==> src/sv/atp_pkg.sv <==
package atp_pkg;

  localparam int unsigned CFG_ADDR_W = 3;
  localparam int unsigned CFG_DATA_W = 40;
  localparam int unsigned DELAY_W    = 32;
  localparam int unsigned LOOP_W     = 32;
  localparam int unsigned COUNT_W    = 16;
  localparam int unsigned TOTMS_W    = 40;
  localparam int unsigned PROD_W     = LOOP_W + 1 + COUNT_W;
  localparam int unsigned TOT_W      = PROD_W - 8;

  localparam logic [CFG_ADDR_W-1:0] CFG_BEGIN_DELAY  = 3'd0;
  localparam logic [CFG_ADDR_W-1:0] CFG_LOOP_LENGTH  = 3'd1;
  localparam logic [CFG_ADDR_W-1:0] CFG_REPEAT_MODE  = 3'd2;
  localparam logic [CFG_ADDR_W-1:0] CFG_REPEAT_COUNT = 3'd3;
  localparam logic [CFG_ADDR_W-1:0] CFG_REPEAT_TOTAL = 3'd4;
  localparam logic [CFG_ADDR_W-1:0] CFG_AUTO_REVERSE = 3'd5;
  localparam logic [CFG_ADDR_W-1:0] CFG_REVERSE_PLAY = 3'd6;

  localparam logic [1:0] RPT_COUNT    = 2'd0;
  localparam logic [1:0] RPT_DURATION = 2'd1;

  localparam logic [COUNT_W-1:0] COUNT_RESET = 16'd256;

  localparam logic CMD_BEGIN = 1'b0;

  typedef enum logic [1:0] {
    PH_STOPPED = 2'd0,
    PH_ACTIVE  = 2'd1,
    PH_FILLING = 2'd2
  } phase_e;

  typedef enum logic [2:0] {
    S_IDLE,
    S_LOAD,
    S_CALC,
    S_DECIDE,
    S_DIV,
    S_OUT
  } state_e;

endpackage

==> src/sv/animation_timeline_progress_core.sv <==
// Animation timeline clock. Each request on the slave stream is a begin command
// (tuser 0) or a timer tick (tuser 1) carrying the current millisecond time; each
// one yields exactly one result with Q1.PROGRESS_FRAC_BITS progress, the run phase
// and the processed / completed / phase-changed flags. Progress is a fixed value
// when stopped, before start, with zero loop length or past the end; otherwise
// elapsed time is divided by the loop length, which is done by one radix-2
// restoring divider producing one quotient bit per cycle. The slave side is ready
// only while no request is in progress; a finished result waits in the output
// register, so the next request may be taken before it is read. Configuration
// registers are written through cfg_we_i / cfg_addr_i / cfg_data_i and must only
// change while the block is idle.
module animation_timeline_progress_core #(
  parameter int unsigned TIME_BITS          = 48,
  parameter int unsigned PROGRESS_FRAC_BITS = 16
) (
  input  logic                                    clk_i,
  input  logic                                    rst_ni,
  input  logic                                    cfg_we_i,
  input  logic [atp_pkg::CFG_ADDR_W-1:0]          cfg_addr_i,
  input  logic [atp_pkg::CFG_DATA_W-1:0]          cfg_data_i,
  input  logic                                    s_axis_tvalid,
  output logic                                    s_axis_tready,
  // now_ms
  input  logic [((TIME_BITS+7)/8)*8-1:0]          s_axis_tdata,
  // mode
  input  logic                                    s_axis_tuser,
  output logic                                    m_axis_tvalid,
  input  logic                                    m_axis_tready,
  // progress, phase, processed, completed, phase_changed
  output logic [((PROGRESS_FRAC_BITS+6+7)/8)*8-1:0] m_axis_tdata
);

  import atp_pkg::*;

  localparam int unsigned F      = PROGRESS_FRAC_BITS;
  localparam int unsigned PW     = F + 1;
  localparam int unsigned DVD_W  = TIME_BITS + F;
  localparam int unsigned OUT_W  = ((PW + 5 + 7) / 8) * 8;
  localparam int unsigned CMP_W  = (TIME_BITS > TOT_W) ? TIME_BITS : TOT_W;
  localparam logic [PW-1:0] PONE = PW'(1) << F;

  // configuration
  logic [DELAY_W-1:0] delay_q;
  logic [LOOP_W-1:0]  loop_q;
  logic [1:0]         rmode_q;
  logic [COUNT_W-1:0] count_q;
  logic [TOTMS_W-1:0] totms_q;
  logic               arev_q;
  logic               rplay_q;

  always_ff @(posedge clk_i or negedge rst_ni) begin
    if (!rst_ni) begin
      delay_q <= '0;
      loop_q  <= '0;
      rmode_q <= RPT_COUNT;
      count_q <= COUNT_RESET;
      totms_q <= '0;
      arev_q  <= 1'b0;
      rplay_q <= 1'b0;
    end else if (cfg_we_i) begin
      unique case (cfg_addr_i)
        CFG_BEGIN_DELAY:  delay_q <= cfg_data_i[DELAY_W-1:0];
        CFG_LOOP_LENGTH:  loop_q  <= cfg_data_i[LOOP_W-1:0];
        CFG_REPEAT_MODE:  rmode_q <= cfg_data_i[1:0];
        CFG_REPEAT_COUNT: count_q <= cfg_data_i[COUNT_W-1:0];
        CFG_REPEAT_TOTAL: totms_q <= cfg_data_i[TOTMS_W-1:0];
        CFG_AUTO_REVERSE: arev_q  <= cfg_data_i[0];
        CFG_REVERSE_PLAY: rplay_q <= cfg_data_i[0];
        default: ;
      endcase
    end
  end

  // sequencer
  state_e state_q, state_d;
  phase_e phase_q, phase_d;
  logic [TIME_BITS-1:0] start_q;
  logic                 m_valid_q;

  logic                 mode_q;
  logic [TIME_BITS-1:0] now_q;
  logic [TIME_BITS-1:0] elapsed_q;
  logic                 ge_q;
  logic [TOT_W-1:0]     total_q;
  logic [PW-1:0]        prog_q, prog_d;
  logic                 proc_q, proc_d;
  logic                 comp_q, comp_d;
  logic                 chg_q, chg_d;
  logic [OUT_W-1:0]     out_q;

  logic                 accept;
  logic                 load_start;
  logic                 div_start;
  logic                 div_done;
  logic [PW-1:0]        quot;
  logic [PW-1:0]        folded;
  logic                 out_load;
  logic                 endless;
  logic                 tot_nz;
  logic [TIME_BITS:0]   diff;
  logic [LOOP_W:0]      pass;
  logic [PROD_W-1:0]    prod;
  logic [TOT_W-1:0]     total_d;
  logic [CMP_W-1:0]     el_w;
  logic [CMP_W-1:0]     tot_w;
  logic [PW-1:0]        startv;
  logic [PW-1:0]        endv;

  assign accept  = s_axis_tvalid & s_axis_tready;
  assign endless = rmode_q[1];
  assign tot_nz  = (total_q != '0);
  assign diff    = {1'b0, now_q} - {1'b0, start_q};
  assign pass    = arev_q ? {loop_q, 1'b0} : {1'b0, loop_q};
  assign prod    = pass * count_q;
  assign el_w    = CMP_W'(elapsed_q);
  assign tot_w   = CMP_W'(total_q);
  assign startv  = rplay_q ? PONE : '0;
  assign endv    = (arev_q == rplay_q) ? PONE : '0;

  always_comb begin
    unique case (rmode_q)
      RPT_COUNT:    total_d = prod[PROD_W-1:8];
      RPT_DURATION: total_d = TOT_W'(totms_q);
      default:      total_d = '0;
    endcase
  end

  always_comb begin
    folded = {1'b0, quot[F-1:0]};
    if (arev_q && quot[F]) begin
      folded = PONE - folded;
    end
    if (rplay_q) begin
      folded = PONE - folded;
    end
  end

  always_comb begin
    state_d    = state_q;
    phase_d    = phase_q;
    prog_d     = prog_q;
    proc_d     = proc_q;
    comp_d     = comp_q;
    chg_d      = chg_q;
    load_start = 1'b0;
    div_start  = 1'b0;
    out_load   = 1'b0;
    unique case (state_q)
      S_IDLE: begin
        if (accept) begin
          state_d = S_LOAD;
        end
      end
      S_LOAD: begin
        load_start = (mode_q == CMD_BEGIN);
        state_d    = S_CALC;
      end
      S_CALC: begin
        state_d = S_DECIDE;
      end
      S_DECIDE: begin
        proc_d = 1'b0;
        comp_d = 1'b0;
        chg_d  = 1'b0;
        if (mode_q == CMD_BEGIN) begin
          phase_d = PH_ACTIVE;
          chg_d   = 1'b1;
        end else if (phase_q == PH_ACTIVE && ge_q) begin
          proc_d = endless | tot_nz;
          if (!endless && el_w >= tot_w) begin
            phase_d = PH_FILLING;
            comp_d  = 1'b1;
            chg_d   = 1'b1;
          end
        end
        state_d = S_OUT;
        if (phase_d != PH_ACTIVE || (!endless && !tot_nz) || !ge_q || loop_q == '0) begin
          prog_d = startv;
        end else if (!endless && el_w > tot_w) begin
          prog_d = endv;
        end else begin
          div_start = 1'b1;
          state_d   = S_DIV;
        end
      end
      S_DIV: begin
        if (div_done) begin
          prog_d  = folded;
          state_d = S_OUT;
        end
      end
      S_OUT: begin
        if (!m_valid_q || m_axis_tready) begin
          out_load = 1'b1;
          state_d  = S_IDLE;
        end
      end
      default: state_d = S_IDLE;
    endcase
  end

  always_ff @(posedge clk_i or negedge rst_ni) begin
    if (!rst_ni) begin
      state_q   <= S_IDLE;
      phase_q   <= PH_STOPPED;
      start_q   <= '0;
      m_valid_q <= 1'b0;
    end else begin
      state_q <= state_d;
      phase_q <= phase_d;
      if (load_start) begin
        start_q <= now_q + TIME_BITS'(delay_q);
      end
      if (out_load) begin
        m_valid_q <= 1'b1;
      end else if (m_axis_tready) begin
        m_valid_q <= 1'b0;
      end
    end
  end

  always_ff @(posedge clk_i) begin
    if (accept) begin
      mode_q <= s_axis_tuser;
      now_q  <= s_axis_tdata[TIME_BITS-1:0];
    end
    if (state_q == S_CALC) begin
      elapsed_q <= diff[TIME_BITS-1:0];
      ge_q      <= ~diff[TIME_BITS];
      total_q   <= total_d;
    end
    prog_q <= prog_d;
    proc_q <= proc_d;
    comp_q <= comp_d;
    chg_q  <= chg_d;
    if (out_load) begin
      out_q <= OUT_W'({chg_q, comp_q, proc_q, phase_q, prog_q});
    end
  end

  atp_div #(
    .DVD_W (DVD_W),
    .DSR_W (LOOP_W),
    .QW    (PW)
  ) u_div (
    .clk_i      (clk_i),
    .rst_ni     (rst_ni),
    .start_i    (div_start),
    .dividend_i ({elapsed_q, F'(0)}),
    .divisor_i  (loop_q),
    .done_o     (div_done),
    .quot_o     (quot)
  );

  assign s_axis_tready = (state_q == S_IDLE);
  assign m_axis_tvalid = m_valid_q;
  assign m_axis_tdata  = out_q;

`ifndef SYNTH
  a_done_in_div: assert property (@(posedge clk_i) disable iff (!rst_ni)
    div_done |-> state_q == S_DIV)
    else $error("divider finished outside the divide step");

  a_comp_fills: assert property (@(posedge clk_i) disable iff (!rst_ni)
    out_load && comp_q |-> phase_q == PH_FILLING && chg_q)
    else $error("completion without entering filling");

  a_prog_range: assert property (@(posedge clk_i) disable iff (!rst_ni)
    out_load |-> prog_q <= PONE)
    else $error("progress beyond one");

  a_begin_active: assert property (@(posedge clk_i) disable iff (!rst_ni)
    state_q == S_DECIDE && mode_q == CMD_BEGIN |=> phase_q == PH_ACTIVE && chg_q)
    else $error("begin did not enter active phase");
`endif

endmodule

==> src/sv/atp_div.sv <==
module atp_div #(
  parameter int unsigned DVD_W = 64,
  parameter int unsigned DSR_W = 32,
  parameter int unsigned QW    = 17
) (
  input  logic             clk_i,
  input  logic             rst_ni,
  input  logic             start_i,
  input  logic [DVD_W-1:0] dividend_i,
  input  logic [DSR_W-1:0] divisor_i,
  output logic             done_o,
  output logic [QW-1:0]    quot_o
);

  localparam int unsigned CNT_W = $clog2(DVD_W);

  logic             busy_q;
  logic             done_q;
  logic [CNT_W-1:0] cnt_q;
  logic [DVD_W-1:0] dvd_q;
  logic [DSR_W-1:0] rem_q;
  logic [QW-1:0]    quo_q;

  logic [DSR_W+1:0] diff;
  logic             fits;

  // restoring radix-2 step
  assign diff = {1'b0, rem_q, dvd_q[DVD_W-1]} - {2'b00, divisor_i};
  assign fits = ~diff[DSR_W+1];

  always_ff @(posedge clk_i or negedge rst_ni) begin
    if (!rst_ni) begin
      busy_q <= 1'b0;
      done_q <= 1'b0;
      cnt_q  <= '0;
    end else begin
      done_q <= 1'b0;
      if (start_i) begin
        busy_q <= 1'b1;
        cnt_q  <= CNT_W'(DVD_W - 1);
      end else if (busy_q) begin
        cnt_q <= cnt_q - 1'b1;
        if (cnt_q == '0) begin
          busy_q <= 1'b0;
          done_q <= 1'b1;
        end
      end
    end
  end

  always_ff @(posedge clk_i) begin
    if (start_i) begin
      dvd_q <= dividend_i;
      rem_q <= '0;
      quo_q <= '0;
    end else if (busy_q) begin
      dvd_q <= {dvd_q[DVD_W-2:0], 1'b0};
      rem_q <= fits ? diff[DSR_W-1:0] : {rem_q[DSR_W-2:0], dvd_q[DVD_W-1]};
      quo_q <= {quo_q[QW-2:0], fits};
    end
  end

  assign done_o = done_q;
  assign quot_o = quo_q;

endmodule
==> config.mk <==
export PLATFORM = sky130hd
export DESIGN_NAME = animation_timeline_progress_core
export DESIGN_NICKNAME = d
export VERILOG_FILES = /design/src/sv/atp_pkg.sv /design/src/sv/animation_timeline_progress_core.sv /design/src/sv/atp_div.sv
export SDC_FILE = /design/constraint.sdc
export NUM_CORES = 2
export LEC_CHECK = 0
export BUFFER_PORTS_ARGS = -buffer_cell sky130_fd_sc_hd__buf_2
export CORE_ASPECT_RATIO = 0.9
export CORE_UTILIZATION = 65
export CTS_CLUSTER_SIZE = 20
export DETAILED_ROUTE_END_ITERATION = 7
export PLACE_DENSITY = 0.81
export SLEW_MARGIN = 15
export SYNTH_ARGS = -nofsm -noshare
export SYNTH_HDL_FRONTEND = slang
export SYNTH_SLANG_ARGS = --single-unit
==> constraint.sdc <==
create_clock -name clk_i -period 10.2 [get_ports clk_i]
set_input_delay 2.04 -clock clk_i [delete_from_list [all_inputs] [get_ports clk_i]]
set_output_delay 2.04 -clock clk_i [all_outputs]
set_load 0.01 [all_outputs]
==> Word level (Yosys, flattened, before mapping) <==
Cells that the tools add are included.
{ "word_totals": {"regBits": 464, "latchBits": 0, "ramBits": 0, "rom_bits": 0, "input_bits": 97, "output_inout_bits": 26, "wordCells": 133, "n_memories": 0} }
{ "op_classes": {"add_sub_neg": 6, "multipliers": 1, "div_mod_pow": 0, "n_lt_le_gt_ge": 2, "n_eq_ne": 19, "n_shift": 0, "mux": 41, "n_bitwise": 5, "reduce_logical": 32} }
{ "ops": {"columns": ["cell", "n"], "rows": [
  ["two-way mux 64 bit", 2],
  ["two-way mux 17 bit", 7],
  ["case mux 41 bit (2 select lines)", 1],
  ["multiplier 33 x 16 -> 49 bit", 1],
  ["subtractor 48 x 48 -> 49 bit", 1],
  ["adder 48 x 32 -> 48 bit", 1],
  [">= comparator 48 x 41 -> 1 bit", 1],
  ["greater-than comparator 48 x 41 -> 1 bit", 1],
  ["nonzero test 41 bit", 1],
  ["case mux 17 bit (2 select lines)", 1],
  ["subtractor 33 x 32 -> 34 bit", 1],
  ["two-way mux 33 bit", 1],
  ["zero test 32 bit", 1],
  ["two-way mux 32 bit", 1],
  ["two-way mux 1 bit", 18],
  ["case mux 3 bit (6 select lines)", 1],
  ["subtractor 17 x 16 -> 17 bit (first input constant)", 1],
  ["subtractor 17 bit (first input constant)", 1],
  ["AND reduction 2 bit", 8],
  ["equality test 3 bit (second input constant)", 5],
  ["equality test 3 x 2 -> 1 bit (second input constant)", 4],
  ["two-way mux 6 bit", 2],
  ["two-way mux 3 bit", 3],
  ["two-way mux 2 bit", 4],
  ["other kinds (18)", 38]
]} }

==> Longest topological paths before layout <==
{ "depth": {"ltp_word": 13, "ltp_mapped": 28, "ltp_nobuf": 25} }

==> Modules after synthesis <==
A second synthesis with hierarchy kept.
{ "unflattened": {"cells_unflattened": 4365, "hier_area_um2": 43002.5} }
{ "modules_own_cells": {"columns": ["module", "n_inst", "cells_per_inst", "area_each_um2", "seq_area_each_um2"], "rows": [
  ["animation_timeline_progress_core", 1, 3711, 36257.3, 9890.7],
  ["atp_div", 1, 654, 6745.2, 3103.0]
]} }

==> Worst setup path before layout <==
No wires, ideal clock.
{ "synth_path": {"kind": "reg2reg", "startpoint": "register state_q[0]", "endpoint": "register elapsed_q[0] (netlist: el_w[0]) (enable)", "arrival_ns": 7.130, "required_time_ns": 9.532, "slack_ns": 2.403, "stages_incl_launch_ff": 3, "synth_period_minus_slack_ns": 7.797, "path_cell_list": "dfrtp_1 -> clkbuf_1 -> nor3b_1"} }
{ "synth_via": {"elab_chain_cells": 1} }
{ "synth_lines": {"columns": ["element", "line", "rtl"], "rows": [
  ["start, declared", "animation_timeline_progress_core.sv:75", "state_e state_q, state_d;"],
  ["start signal, assigned", "animation_timeline_progress_core.sv:209", "state_q <= state_d;"],
  ["equality test 3 x 2 -> 1 bit", "animation_timeline_progress_core.sv:227", "if (state_q == S_CALC) begin"],
  ["end signal, assigned", "animation_timeline_progress_core.sv:228", "elapsed_q <= diff[TIME_BITS-1:0];"],
  ["end, declared", "animation_timeline_progress_core.sv:82", "logic [TIME_BITS-1:0] elapsed_q;"]
]} }
Every way passes these cells.
A chain may end at the register's enable or synchronous reset.

==> Final worst setup path <==
{ "layout_path": {"startpoint": "register arev_q", "endpoint": "register total_q[39], data pin"} }
{ "layout_via": {"elab_chain_cells": 3} }
{ "layout_lines": {"columns": ["element", "line", "rtl"], "rows": [
  ["start, declared", "animation_timeline_progress_core.sv:48", "logic arev_q;"],
  ["start signal, assigned", "animation_timeline_progress_core.sv:67", "CFG_AUTO_REVERSE: arev_q <= cfg_data_i[0];"],
  ["two-way mux 33 bit", "animation_timeline_progress_core.sv:113", "assign pass = arev_q ? {loop_q, 1'b0} : {1'b0, loop_q};"],
  ["multiplier 33 x 16 -> 49 bit", "animation_timeline_progress_core.sv:114", "assign prod = pass * count_q;"],
  ["case mux 41 bit (2 select lines)", "animation_timeline_progress_core.sv:121", "unique case (rmode_q)"],
  ["net total_d[39]", "animation_timeline_progress_core.sv:103", "logic [TOT_W-1:0] total_d;"],
  ["end signal, assigned", "animation_timeline_progress_core.sv:230", "total_q <= total_d;"],
  ["end, declared", "animation_timeline_progress_core.sv:84", "logic [TOT_W-1:0] total_q;"]
]} }
The timed path passes the listed nets, and every way through them passes these cells.

==> out/summary.log <==
qor: run_status.run_status finished clean
qor: synth.synth_warnings 0
qor: timing.finalSetupViolCount 0
qor: global_route.number_of_global_route_vias_before_repair 31,810
qor: setup_path.startpoint_type flip-flop
qor: global_route.grt_antenna_before_repair 9
qor: timing.hold_viol 0
qor: cells_and_area.area.sequential 12,520 µm²
qor: cts.postCtsHoldBufs 0
qor: route.first_pass_iters 6
qor: route.drt_drc_violations_left 0
qor: cts.clk-insertion-delay-late 0.60 ns
qor: route.detail_route.iter0.violations 3,235
qor: timing.setup_repair_after_global_routing_missed_its_margin false
qor: cts.cts_inserted_buffers 46
qor: timing.clock_skew 0.03273 ns
qor: cells_and_area.drive_above_1_share 9.870%
qor: setup_path.worstPathArrival 8.90 ns
qor: global_route.gr-usage-met2 52.52%
qor: setup_path.cpPeakStageDelay 0.99 ns
qor: cts.clk_pin_slew 0.07 ns
qor: global_route.grt_busiest_layer met2
qor: cts.cts-root-to-sink-buffers 3
qor: timing.timing.fmax 0.1170 GHz
qor: setup_path.cp_common_cell fa_1
qor: route.postRouteWirelength 108,000 µm
qor: setup_path.data_required_time_at_the_worst_endpoint 10.55 ns
qor: synth.top_cell_types_by_occurrence_after_synthesis inv_1 (633), nand2_1 (575), fa_1 (434)
qor: floorplanning.dieWidth 269.1 µm
qor: cts.post_cts_resize_count 0
qor: route.post_drt_via_cell_ratio 6.075
qor: synth.synth.cell_area 41,730 µm²
qor: global_route.grt_util_met3 6.790%
qor: timing.finalSetupTns 0 ns
qor: cells_and_area.fin_area 44,730 µm²
qor: route.route.antenna.remaining_nets 0
qor: synth.yosysTopAreaCellShare 20.82%
qor: timing.timing.final.crit_share 83.83%
qor: cts.cts_post_setup_buffers_inserted 0
qor: timing.worst_case_headroom_to_the_max_slew_limit 14.51%
qor: synth.post-synth-top-area-cell fa_1
qor: synth.yosys-top-cells-area fa_1 (21%), edfxtp_1 (16%), dfrtp_1 (11%)
qor: cts.ctsRootBufferMaster clkbuf_16
qor: synth.yosysUniqueCellTypes 89
qor: placed_design.placed_cell_area 43,140 µm²
qor: placed_design.io_buffers 120
qor: synth.syn-mean-instance-area 9.669 µm²
qor: cells_and_area.syn2layout_area_growth 7.193%
qor: setup_path.cp-end-kind flip-flop
qor: global_route.gr-usage-all-layers 34.24%
qor: cts.cts_tree yes
qor: route.routed-via-count 31,790
qor: synth.async_reset_ff_share 40.09%
qor: synth.dominantRegCellSynth edfxtp_1
qor: floorplanning.floorplan.die_area 65,220 µm²
qor: floorplanning.die_height 242.4 µm
qor: timing.worst-slew-pin-transition 1.278 ns
qor: synth.syn-instance-count 4,316
qor: floorplanning.floorplan.rows 87
qor: setup_path.critical_path.slowest_cell dfrtp_2
qor: cells_and_area.design.final.nets 5,154
qor: cells_and_area.multi_input_area 26,170 µm²
qor: floorplanning.core 63,030 µm²
qor: hold_path.min_path_type flip-flop to flip-flop
qor: cts.cts.sink_count 464
qor: global_route.groute.layer.met1.usage 49.04%
qor: global_route.globalRouteOverflowTotal 0
qor: placed_design.half_perimeter_wire_length_after_placement 81,860 µm
qor: floorplanning.floorplan.initialDensity 66.21%
qor: placed_design.globalplace.congestion 0.9857
qor: floorplanning.boundaryPins 123
qor: timing.final-max-slew-violation-count 0
qor: setup_path.timing.critical_path.fanout_max 52
qor: flow_run.drv.max_cap_violation_count 0
qor: route.wl_per_cell 20.65 µm
qor: synth.synth_most_common_cell inv_1
qor: synth.seq_area_frac_synth 29.99%
qor: cells_and_area.fillers 4,649
qor: global_route.grt_first_pass_wirelength 173,700 µm
qor: synth.number_of_enable_type_register_cells_in_the_synthesized_netlist 229
qor: timing.period_minus_slack 8.551 ns
qor: setup_path.worstSetupPathType flip-flop to flip-flop
qor: synth.number_of_synthesized_register_bits 464
qor: setup_path.critical_path_cell_by_cell buf_4 -> o21ai_0 -> buf_4 -> and2_1 -> fa_1 -> inv_1 -> fa_1 -> fa_1 -> inv_1 -> fa_1 -> fa_1 -> inv_1 -> fa_1 -> inv_1 -> ha_1 -> a21oi_1 -> o21ai_0 -> a31oi_1 -> o21ai_0 -> nor4_1 -> nor4_2 -> o311ai_1 -> and4_1 -> a211o_1
qor: global_route.grt_max_degree 88
qor: cts.htree_levels 2
-- worst max-delay path, delay by kind of cell, from the launching register on --
kind | cells | cell delay [ns]
compound gates | 7 | 1.98
fa+ha+maj | 7 | 3.29
buf+inv | 6 | 0.89
flops | 1 | 0.99
simple gates | 4 | 1.13
-- state kept, by name, summed over array words and instances, names as in the netlist, 2 cells and up --
name	cells
state_q	3
prog_q	17
u_div.quot_o	17
delay_q	32
totms_q	40
total_q	41
count_q	16
m_axis_tdata	22
loop_q	32
now_q	48
u_div.dvd_q	48
phase_q	2
u_div.cnt_q	6
u_div.rem_q	32
el_w	48
rmode_q	2
start_q	48
-- layout by cell type, fill, tap and decap left out, drive strengths merged, types with 16 or more instances in the layout --
cell,synthesis,final
ha,274,274
edfxtp,229,229
nand2,575,575
nor3,43,43
inv,633,637
o31ai,16,16
xor2,78,78
a31oi,24,24
nand2b,32,32
fa,434,434
dfxtp,49,49
dfrtp,185,185
nor2,143,143
buf,27,174
xnor2,79,79
a211oi,25,25
or3,19,19
o211ai,27,27
and2,211,211
nand3,43,43
mux2i,45,45
a21o,76,76
nor4,34,34
a21oi,165,165
mux2,139,139
o21ai,258,258
clkbuf,164,64
o21a,31,31
nand4,36,36
and3,31,31
-- layer usage --
layer | up-vias | wire (µm)
met5 | - | 28
met4 | 4 | 3678
met3 | 263 | 11800
met2 | 1599 | 49030
met1 | 15550 | 43500
li1 | 14370 | -
-- layout make-up --
cell class	count	area share [%]
Clock buffer	63	2.903
Antenna cell	1	0.005594
Clock inverter	23	0.5818
Sequential cell	464	27.98
Tap cell	845	2.363
Multi-Input combinational cell	3028	58.51
Timing Repair Buffer	175	2.336
Inverter	634	5.320
-- metrics by stage --
step           util, %  instances  hold WS, ns  setup WS [ns]
3_3_place_gp     68.39       5143       0.4004          1.764
2_1_floorplan        -       4317       0.4003          2.403
5_1_grt          70.97       5233       0.4225          1.291
6_report         70.97       5233       0.4173          1.649
3_5_place_dp     68.45       5145       0.4045          1.739
4_1_cts          70.92       5231       0.4190          1.734
-- path summary, 6_finish.rpt --
| kind | end | cells after the start | slack [ns] | start |
|---|---|---|---|---|
| min in group asynchronous | u_div.cnt_q[0]$_DFFE_PN0P_ | 1 | 1.38 | rst_ni |
| worst max-delay path | total_q[39]$_DFFE_PP_ | 24 | 1.65 | arev_q$_DFFE_PN0P_ |
| max in group asynchronous | rmode_q[1]$_DFFE_PN0P_ | 2 | 7.44 | rst_ni |
| worst min register to register | m_axis_tdata[0]$_DFFE_PP_ | 0 | 0.42 | prog_q[0]$_SDFFCE_PP0P_ |
| worst min-delay path | m_axis_tdata[0]$_DFFE_PP_ | 0 | 0.42 | prog_q[0]$_SDFFCE_PP0P_ |
| worst max register to register | total_q[39]$_DFFE_PP_ | 24 | 1.65 | arev_q$_DFFE_PN0P_ |
-- cells by family (layout without fill, tap and decap cells) --
kind of cell / after synthesis / count (layout) / synth area share, %
compound gates: 732 / 732 / 10.90
xor+xnor: 157 / 157 / 3.295
fa+ha+maj: 708 / 708 / 29.03
buf+inv: 825 / 895 / 7.538
flops: 464 / 464 / 29.99
mux: 184 / 184 / 4.830
other cells: 1 / 3 / 0.008986
simple gates: 1245 / 1245 / 14.41
Power is left out: the tool's default activity adds up to more than one toggle a clock period on the data nets, which glitch-free logic cannot reach.
